File: config.mk
export PLATFORM = sky130hd
export DESIGN_NAME = bone_weight_assign
export DESIGN_NICKNAME = d
export VERILOG_FILES = /design/src/hw/rtl/bwa_pkg.sv /design/src/hw/rtl/bwa_tent.sv /design/src/hw/rtl/bwa_div.sv /design/src/hw/rtl/bwa_out.sv /design/src/hw/rtl/bone_weight_assign.sv
export SDC_FILE = /design/constraint.sdc
export NUM_CORES = 2
export LEC_CHECK = 0
export ABC_CLOCK_PERIOD_IN_PS = 18560
export BUFFER_PORTS_ARGS = -buffer_cell sky130_fd_sc_hd__buf_2
export CORE_ASPECT_RATIO = 0.9
export CORE_MARGIN = 2
export CORE_UTILIZATION = 25
export CTS_BUF_LIST = sky130_fd_sc_hd__clkbuf_4
export DETAILED_ROUTE_END_ITERATION = 10
export PLACE_DENSITY_LB_ADDON = 0.2
export REMOVE_ABC_BUFFERS = 1
export SLEW_MARGIN = 25
export SYNTH_ARGS = -nofsm -noshare
export SYNTH_HDL_FRONTEND = slang
export SYNTH_SLANG_ARGS = --single-unit
File: constraint.sdc
create_clock -name clk -period 18.56 [get_ports clk]
set_clock_uncertainty 0.05 [all_clocks]
set_input_delay 4.64 -clock clk [delete_from_list [all_inputs] [get_ports clk]]
set_output_delay 4.64 -clock clk [all_outputs]
set_load 0.01 [all_outputs]
File: src/hw/rtl/bwa_pkg.sv
// bwa_pkg: shared types and constants for the bone weight assignment block
// no dependencies; used by every module under hw/rtl
package bwa_pkg;

	// field widths
	localparam int XW     = 24;   // vertex_x, signed q11.12
	localparam int SPW    = 16;   // bone_spacing, unsigned q4.12
	localparam int ACTW   = 4;    // active_bones
	localparam int IDW    = 4;    // bone id on the result
	localparam int WW     = 17;   // q1.16 weight, 65536 is one
	localparam int TOTW   = SPW + 1;
	localparam int POSW   = SPW + 6;  // bone index up to 63 times spacing
	localparam int DW     = POSW + 4; // signed distance
	localparam int QUOW   = WW;       // quotient bits, one per divider stage

	localparam logic [WW-1:0] Q_ONE = WW'(65536);

	// delay from request to result, summed over tent, pick, divider and output
	localparam int LATENCY = QUOW + 3;

	typedef enum logic [0:0] {
		CFG_SPACING = 1'b0,
		CFG_ACTIVE  = 1'b1
	} cfg_idx_t;

	// side information that travels alongside the divider
	typedef struct packed {
		logic [IDW-1:0] id;      // lower influencing bone
		logic           zero;    // every tent was zero
	} meta_t;

endpackage

File: src/hw/rtl/bwa_tent.sv
// bwa_tent: per-bone tent lanes (stage 1) and lower bone pick with total (stage 2)
// depends on bwa_pkg
module bwa_tent #(
	parameter int NUM_BONES = 10
) (
	input  logic                            clk,
	input  logic                            arst_n,
	input  logic                            in_vld,
	input  logic signed [bwa_pkg::XW-1:0]   x,
	input  logic [bwa_pkg::SPW-1:0]         spacing,
	input  logic [bwa_pkg::ACTW-1:0]        active,
	output logic                            vld_s2,
	output logic [bwa_pkg::SPW-1:0]         raw_lo_s2,
	output logic [bwa_pkg::TOTW-1:0]        total_s2,
	output bwa_pkg::meta_t                  meta_s2
);

	logic                    vld_s1;
	logic [bwa_pkg::SPW-1:0] raw_s1 [NUM_BONES];
	logic [bwa_pkg::SPW-1:0] raw_c  [NUM_BONES];

	// one lane per bone
	for (genvar b = 0; b < NUM_BONES; b++) begin : g_lane
		logic [bwa_pkg::POSW-1:0]      pos;
		logic signed [bwa_pkg::DW-1:0] dlt, adlt, r;
		always_comb begin
			pos  = bwa_pkg::POSW'(b) * bwa_pkg::POSW'(spacing);
			dlt  = signed'(bwa_pkg::DW'(pos)) - bwa_pkg::DW'(x);
			adlt = dlt[bwa_pkg::DW-1] ? -dlt : dlt;
			r    = signed'(bwa_pkg::DW'(spacing)) - adlt;
			if (!r[bwa_pkg::DW-1] && r != '0 && bwa_pkg::DW'(b) < bwa_pkg::DW'(active)) begin
				raw_c[b] = r[bwa_pkg::SPW-1:0];
			end else begin
				raw_c[b] = '0;
			end
		end
	end

	always_ff @(posedge clk) begin
		raw_s1 <= raw_c;
	end

	// first bone with a tent, and its upper neighbour
	logic                     found;
	logic [bwa_pkg::SPW-1:0]  lo_c, hi_c;
	logic [bwa_pkg::IDW-1:0]  id_c;
	always_comb begin
		found = 1'b0;
		lo_c  = '0;
		hi_c  = '0;
		id_c  = '0;
		for (int b = 0; b < NUM_BONES; b++) begin
			if (!found && raw_s1[b] != '0) begin
				found = 1'b1;
				lo_c  = raw_s1[b];
				id_c  = bwa_pkg::IDW'(b);
				hi_c  = (b + 1 < NUM_BONES) ? raw_s1[(b + 1) % NUM_BONES] : '0;
			end
		end
	end

	always_ff @(posedge clk) begin
		raw_lo_s2    <= lo_c;
		total_s2     <= bwa_pkg::TOTW'(lo_c) + bwa_pkg::TOTW'(hi_c);
		meta_s2.id   <= id_c;
		meta_s2.zero <= !found;
	end

	always_ff @(posedge clk or negedge arst_n) begin
		if (!arst_n) begin
			vld_s1 <= 1'b0;
			vld_s2 <= 1'b0;
		end else begin
			vld_s1 <= in_vld;
			vld_s2 <= vld_s1;
		end
	end

endmodule

File: src/hw/rtl/bwa_div.sv
// bwa_div: pipelined restoring divider, one quotient bit per stage, q = a * 2^16 / t
// depends on bwa_pkg
module bwa_div (
	input  logic                        clk,
	input  logic                        arst_n,
	input  logic                        in_vld,
	input  logic [bwa_pkg::SPW-1:0]     num,
	input  logic [bwa_pkg::TOTW-1:0]    den,
	input  bwa_pkg::meta_t              meta_in,
	output logic                        out_vld,
	output logic [bwa_pkg::QUOW-1:0]    quo,
	output logic                        rem_nz,
	output bwa_pkg::meta_t              meta_out
);

	localparam int N = bwa_pkg::QUOW;
	localparam int RW = bwa_pkg::TOTW;

	logic                    vld_s [N];
	logic [RW-1:0]           rem_s [N];
	logic [bwa_pkg::QUOW-1:0] quo_s [N];
	logic [RW-1:0]           den_s [N];
	bwa_pkg::meta_t          meta_s [N];

	for (genvar k = 0; k < N; k++) begin : g_step
		logic [RW:0]               trial, diff;
		logic                      ge;
		logic [RW-1:0]             d_in;
		logic [bwa_pkg::QUOW-1:0]  q_in;
		bwa_pkg::meta_t            m_in;
		logic                      v_in;
		always_comb begin
			if (k == 0) begin
				trial = (RW + 1)'(num);
				d_in  = den;
				q_in  = '0;
				m_in  = meta_in;
				v_in  = in_vld;
			end else begin
				trial = {rem_s[(k + N - 1) % N], 1'b0};
				d_in  = den_s[(k + N - 1) % N];
				q_in  = quo_s[(k + N - 1) % N];
				m_in  = meta_s[(k + N - 1) % N];
				v_in  = vld_s[(k + N - 1) % N];
			end
			ge   = trial >= {1'b0, d_in};
			diff = trial - {1'b0, d_in};
		end

		always_ff @(posedge clk) begin
			rem_s[k]  <= ge ? diff[RW-1:0] : trial[RW-1:0];
			quo_s[k]  <= {q_in[bwa_pkg::QUOW-2:0], ge};
			den_s[k]  <= d_in;
			meta_s[k] <= m_in;
		end

		always_ff @(posedge clk or negedge arst_n) begin
			if (!arst_n) begin
				vld_s[k] <= 1'b0;
			end else begin
				vld_s[k] <= v_in;
			end
		end
	end

	assign out_vld  = vld_s[N-1];
	assign quo      = quo_s[N-1];
	assign rem_nz   = rem_s[N-1] != '0;
	assign meta_out = meta_s[N-1];

endmodule

File: src/hw/rtl/bwa_out.sv
// bwa_out: second weight, slot fill and parity sums, registered result
// depends on bwa_pkg
module bwa_out #(
	parameter int SLOTS = 4
) (
	input  logic                        clk,
	input  logic                        arst_n,
	input  logic                        in_vld,
	input  logic [bwa_pkg::QUOW-1:0]    quo,
	input  logic                        rem_nz,
	input  bwa_pkg::meta_t              meta,
	output logic                        done,
	output logic [bwa_pkg::IDW-1:0]     bone_id_a,
	output logic [bwa_pkg::IDW-1:0]     bone_id_b,
	output logic [bwa_pkg::IDW-1:0]     bone_id_c,
	output logic [bwa_pkg::IDW-1:0]     bone_id_d,
	output logic [bwa_pkg::WW-1:0]      weight_a,
	output logic [bwa_pkg::WW-1:0]      weight_b,
	output logic [bwa_pkg::WW-1:0]      weight_c,
	output logic [bwa_pkg::WW-1:0]      weight_d,
	output logic [bwa_pkg::WW-1:0]      odd_bone_sum,
	output logic [bwa_pkg::WW-1:0]      even_bone_sum,
	output logic                        no_influence
);

	logic [bwa_pkg::WW-1:0]  w_lo, w_hi, odd_c, even_c, wa_c, wb_c;
	logic [bwa_pkg::IDW-1:0] id_hi, ida_c, idb_c;
	logic                    lo_ok, hi_ok;

	always_comb begin
		w_lo  = bwa_pkg::WW'(quo);
		// the two weights sum to one, less one lsb when the division is inexact
		w_hi  = bwa_pkg::Q_ONE - w_lo - bwa_pkg::WW'(rem_nz);
		id_hi = meta.id + bwa_pkg::IDW'(1);
		lo_ok = w_lo != '0;
		hi_ok = w_hi != '0;
		ida_c = '0;
		wa_c  = '0;
		idb_c = '0;
		wb_c  = '0;
		if (lo_ok) begin
			ida_c = meta.id;
			wa_c  = w_lo;
			if (hi_ok && SLOTS >= 2) begin
				idb_c = id_hi;
				wb_c  = w_hi;
			end
		end else if (hi_ok) begin
			ida_c = id_hi;
			wa_c  = w_hi;
		end
		if (meta.id[0]) begin
			odd_c  = w_lo;
			even_c = w_hi;
		end else begin
			odd_c  = w_hi;
			even_c = w_lo;
		end
		if (meta.zero) begin
			ida_c  = '0;
			wa_c   = '0;
			idb_c  = '0;
			wb_c   = '0;
			odd_c  = '0;
			even_c = '0;
		end
	end

	always_ff @(posedge clk) begin
		bone_id_a     <= ida_c;
		bone_id_b     <= idb_c;
		weight_a      <= wa_c;
		weight_b      <= wb_c;
		odd_bone_sum  <= odd_c;
		even_bone_sum <= even_c;
		no_influence  <= meta.zero;
	end

	// two tents at most overlap, so the last two slots stay empty
	assign bone_id_c = '0;
	assign bone_id_d = '0;
	assign weight_c  = '0;
	assign weight_d  = '0;

	always_ff @(posedge clk or negedge arst_n) begin
		if (!arst_n) begin
			done <= 1'b0;
		end else begin
			done <= in_vld;
		end
	end

endmodule

File: src/hw/rtl/bone_weight_assign.sv
// bone_weight_assign: top level, configuration registers and pipeline wiring
// depends on bwa_pkg, bwa_tent, bwa_div, bwa_out
//
// channel    signals                              direction  handshake
// request    start, busy, vertex_x                in         start && !busy
// result     done, bone_id_*, weight_*, sums,     out        done strobe, one cycle
//            no_influence
// config     cfg_valid, cfg_ready, cfg_index,     in         cfg_valid && cfg_ready
//            cfg_data
//
// one request per cycle; each result follows its request through tent, pick, divider and output
// most of the pipeline is the divider, one quotient bit per stage over 17 stages
// busy is never raised: the pipeline always advances and the receiver cannot stall
// reset clears the valid bits and loads spacing 4.0 and ten active bones
module bone_weight_assign #(
	parameter int NUM_BONES = 10,
	parameter int SLOTS     = 4
) (
	input  logic                            clk,
	input  logic                            arst_n,
	input  logic                            start,
	output logic                            busy,
	input  logic signed [bwa_pkg::XW-1:0]   vertex_x,
	input  logic                            cfg_valid,
	output logic                            cfg_ready,
	input  logic [0:0]                      cfg_index,
	input  logic [bwa_pkg::SPW-1:0]         cfg_data,
	output logic                            done,
	output logic [bwa_pkg::IDW-1:0]         bone_id_a,
	output logic [bwa_pkg::IDW-1:0]         bone_id_b,
	output logic [bwa_pkg::IDW-1:0]         bone_id_c,
	output logic [bwa_pkg::IDW-1:0]         bone_id_d,
	output logic [bwa_pkg::WW-1:0]          weight_a,
	output logic [bwa_pkg::WW-1:0]          weight_b,
	output logic [bwa_pkg::WW-1:0]          weight_c,
	output logic [bwa_pkg::WW-1:0]          weight_d,
	output logic [bwa_pkg::WW-1:0]          odd_bone_sum,
	output logic [bwa_pkg::WW-1:0]          even_bone_sum,
	output logic                            no_influence
);

	logic [bwa_pkg::SPW-1:0]  spacing_q;
	logic [bwa_pkg::ACTW-1:0] active_q;

	assign busy      = 1'b0;
	assign cfg_ready = 1'b1;

	// configuration registers
	always_ff @(posedge clk or negedge arst_n) begin
		if (!arst_n) begin
			spacing_q <= bwa_pkg::SPW'(16384);
			active_q  <= bwa_pkg::ACTW'(10);
		end else if (cfg_valid && cfg_ready) begin
			case (bwa_pkg::cfg_idx_t'(cfg_index))
				bwa_pkg::CFG_SPACING: spacing_q <= cfg_data;
				bwa_pkg::CFG_ACTIVE:  active_q  <= cfg_data[bwa_pkg::ACTW-1:0];
				default: ;
			endcase
		end
	end

	// tents and pick of the lower bone
	logic                         vld_s2;
	logic [bwa_pkg::SPW-1:0]      raw_lo_s2;
	logic [bwa_pkg::TOTW-1:0]     total_s2;
	bwa_pkg::meta_t               meta_s2;

	bwa_tent #(.NUM_BONES(NUM_BONES)) u_tent (
		.clk       (clk),
		.arst_n    (arst_n),
		.in_vld    (start && !busy),
		.x         (vertex_x),
		.spacing   (spacing_q),
		.active    (active_q),
		.vld_s2    (vld_s2),
		.raw_lo_s2 (raw_lo_s2),
		.total_s2  (total_s2),
		.meta_s2   (meta_s2)
	);

	// normalise the lower tent against the total
	logic                         div_vld;
	logic [bwa_pkg::QUOW-1:0]     div_quo;
	logic                         div_rem_nz;
	bwa_pkg::meta_t               div_meta;

	bwa_div u_div (
		.clk      (clk),
		.arst_n   (arst_n),
		.in_vld   (vld_s2),
		.num      (raw_lo_s2),
		.den      (total_s2),
		.meta_in  (meta_s2),
		.out_vld  (div_vld),
		.quo      (div_quo),
		.rem_nz   (div_rem_nz),
		.meta_out (div_meta)
	);

	// slots and parity sums
	bwa_out #(.SLOTS(SLOTS)) u_out (
		.clk           (clk),
		.arst_n        (arst_n),
		.in_vld        (div_vld),
		.quo           (div_quo),
		.rem_nz        (div_rem_nz),
		.meta          (div_meta),
		.done          (done),
		.bone_id_a     (bone_id_a),
		.bone_id_b     (bone_id_b),
		.bone_id_c     (bone_id_c),
		.bone_id_d     (bone_id_d),
		.weight_a      (weight_a),
		.weight_b      (weight_b),
		.weight_c      (weight_c),
		.weight_d      (weight_d),
		.odd_bone_sum  (odd_bone_sum),
		.even_bone_sum (even_bone_sum),
		.no_influence  (no_influence)
	);

`ifndef SYNTHESIS
	a_latency: assert property (@(posedge clk) disable iff (!arst_n)
		start && !busy |-> ##(bwa_pkg::LATENCY) done)
		else $error("result missing after request");

	a_first_slot: assert property (@(posedge clk) disable iff (!arst_n)
		done && !no_influence |-> weight_a != '0)
		else $error("first slot empty with influence");

	a_zeroed: assert property (@(posedge clk) disable iff (!arst_n)
		done && no_influence |-> weight_a == '0 && odd_bone_sum == '0 && even_bone_sum == '0)
		else $error("outputs not cleared without influence");

	a_unity: assert property (@(posedge clk) disable iff (!arst_n)
		done && !no_influence |->
			(18'(odd_bone_sum) + 18'(even_bone_sum) == 18'(65536)) ||
			(18'(odd_bone_sum) + 18'(even_bone_sum) == 18'(65535)))
		else $error("weights do not sum to one");
`endif

endmodule
==> flow_metrics.py <==
metrics = {
    "die": {
        "dieHeight_um": 511,
        "coreArea_sq_um": 285000,
        "dieArea_sq_um": 290000,
        "die_w_um": 567,
        "ios": 167,
        "initial_core_util": 0.251,
        "num_rows": 186,
    },
    "timing": {
        "clock.fmax_mhz": 85.9,
        "hold_violations": 0,
        "grt_setup_unrepaired": "no",
        "worst_pin_slew_ns": 1.27,
        "maxSlewViolCount": 0,
        "slew_headroom": 0.146,
        "finalCriticalPeriod_ns": 11.64,
        "min_period_over_period": 0.627,
        "setup_viol": 0,
        "fin_tns_setup_ns": 0,
    },
    "power": {
        "max-vdd-ir-drop_uv": 132,
        "powerDensity_nw_per_um2": 209,
        "cellLeakagePower_nw": 32.6,
    },
    "synth": {
        "postSynth.asyncResetShare": 0.0359,
        "syn_inst": 8413,
        "synth_warnings": 0,
        "postSynthAreaPerCell_sq_um": 8.48,
        "synth_edf_count": 0,
        "synth_cell_types": 104,
        "ys_ff_latch": 1114,
        "yosys.area.top_type": "dfxtp_1",
        "synthFlopType": "dfxtp_1",
        "synth_top_area_share": 0.301,
        "yosys-top-cells-area": "dfxtp_1 (30%), ha_1 (13%), xnor2_1 (5.5%)",
        "ys_seq_area_frac": 0.315,
        "syn_area_sq_um": 71400,
    },
    "layout": {
        "syn_to_final_growth_pct": 12.6,
        "design_area_sq_um": 80300,
        "fin_nets": 9517,
        "final_layout_size_suffix_gt1_frac": 0.106,
        "final_util": 0.282,
    },
    "global_routing": {
        "grt_max_degree": 59,
        "grt_antenna_before_repair": 21,
        "grt-ovfl-total": 0,
        "grt_first_pass_wirelength_um": 380000,
        "grt_pass1_vias": 60194,
        "grt_usage": 0.170,
    },
    "cts": {
        "clockBufferDepth": 4,
        "cts_sinks": 1114,
        "cts-root-buf": "clkbuf_4",
        "postCtsHoldBufs": 0,
        "cts_buffers": 306,
        "cts_tree": "done",
        "cts_max_level": 5,
        "cts_setup_buffers": 0,
        "clkLatencyLatePin_ns": 1.27,
        "cts_resized": 0,
        "clkSlewWorstSetupHoldPaths_ns": 0.06,
    },
    "critical_path": {
        "arrival_ns": 12.64,
        "crit_type": "in2reg",
        "slowest_delay_ns": 0.63,
        "critPathTopFamily": "compound AO/OA/AOI/OAI gates",
        "startpoint_type": "primary input",
        "cp_data_required_time_ns": 19.57,
        "crit_path_end_kind": "flop",
        "cpMostUsedCell": "a211oi_1",
        "cp_max_fo": 17,
        "path_buf_inv": 3,
        "critical_path.slowest_cell": "fa_1",
    },
    "route": {
        "viasPerCell": 5.01,
        "ant_nets": 0,
        "firstDrtPassIters": 8,
        "drc": 0,
        "drtIter0Drc": 5098,
        "wirelength_um": 257000,
        "wl_per_cell_um": 20.3,
        "vias": 63504,
    },
    "flow_run": {
        "max-cap-violations": 0,
    },
    "outcome": {
        "status": "complete, no violations",
    },
    "place": {
        "port_buffers": 122,
        "place.gp.congestion": 0.948,
        "hpwl_um": 203000,
        "postPlaceCellArea_sq_um": 76500,
    },
    "min_path": {
        "hold_class": "reg2reg",
    },
}
==> power by group <==
| part | switching [W] | internal, W |
|---|---|---|
| Combinational | 0.00666 | 0.00444 |
| Sequential | 0.000361 | 0.00308 |
| Clock | 0.00105 | 0.00118 |
==> cells in the final DEF (no fill, tap or decap), types with 111 or more instances in the layout <==
cell type | netlist | layout
inv_1 | 616 | 615
a21oi_1 | 608 | 606
a21o_1 | 157 | 157
nor3_1 | 230 | 227
dfxtp_1 | 1074 | 1072
xor2_1 | 254 | 254
ha_1 | 718 | 718
nand4_1 | 119 | 119
nand3_1 | 165 | 165
nor2_1 | 803 | 801
nand2_1 | 478 | 478
o21ai_0 | 434 | 434
mux2_2 | 140 | 140
nor4_1 | 114 | 111
buf_2 | 5 | 122
clkbuf_4 | 0 | 407
xnor2_1 | 450 | 450
==> worst paths after layout <==
kind	endpoint	from	cells after the start	slack [ns]
worst max-delay path	u_tent.raw_s1[10]	vertex_x[0]	26	6.92
worst min-delay path	u_div.meta_s[0][79]	u_div.meta_s[0][74]	0	0.18
worst max register to register	u_tent.raw_s1[34]	spacing_q[2]	35	7.23
worst min register to register	u_div.meta_s[0][79]	u_div.meta_s[0][74]	0	0.18
max in group asynchronous	spacing_q[8]	arst_n	1	14.23
min in group asynchronous	active_q[2]	arst_n	1	3.45
==> stage by stage <==
stage / cells / worst slack, ns / total power (W) / hold WS (ns)
after global placement: 12154 / 5.43 / 0.0144 / 0.260
after CTS: 12661 / 7.03 / 0.0168 / 0.170
after global routing: 12672 / 6.26 / 0.0182 / 0.185
after detailed placement: 12154 / 5.63 / 0.0144 / 0.262
after floorplan: 8165 / 7.09 / 0.0115 / 0.260
final: 12676 / 6.92 / 0.0168 / 0.179
==> synth_stat cells, drive strengths merged, types with 50 or more instances <==
cell type	count
dfxtp	1074
nor2	812
ha	718
inv	617
a21oi	608
nand2	478
xnor2	450
o21ai	444
xor2	254
nor3	232
clkbuf	225
nand3	165
a21o	157
mux2	140
nand4	119
nor4	116
nor2b	110
nand2b	109
o21a	91
a211oi	83
a31oi	77
a21boi	76
and3	65
buf	65
mux2i	64
and2	63
o21bai	61
o211ai	57
a221o	54
or3	54
o2111ai	53
fa	50
==> state kept, by name, indices dropped and copies added, names as in the netlist, 85 cells and up <==
| name | count |
|---|---|
| u_div.rem_s | 289 |
| u_div.meta_s | 85 |
| u_tent.raw_s1 | 160 |
| u_div.den_s | 272 |
| u_div.quo_s | 153 |
==> routing by layer <==
layer,part of all wire,vias up,track usage
met5,0.00028,-,0
met4,0.032,12,0.0570
met3,0.065,452,0.0292
met2,0.43,2063,0.261
met1,0.48,30046,0.239
li1,-,30931,-
==> cell type report <==
type	count	area, sq um
multi-input cells	6432	45500
inverters	619	2320
fillers	30528	204000
well taps	3760	4700
flip-flops and latches	1114	22500
clock buffers	407	3060
diodes	13	32.5
clock inverters	100	734
repair buffers	231	1430
==> cells by family (layout without fill, tap and decap cells) <==
family          Yosys count  count (layout)  synth area share
fa+ha+maj               768             768             0.140
simple gates           2516            2516             0.174
mux                     204             204            0.0311
other cells               2              57          0.000105
buf+inv                 909            1357            0.0504
compound gates         2196            2196             0.203
xor+xnor                704             704            0.0864
flops                  1114            1114             0.315
(Power assumes the default switching activity.)
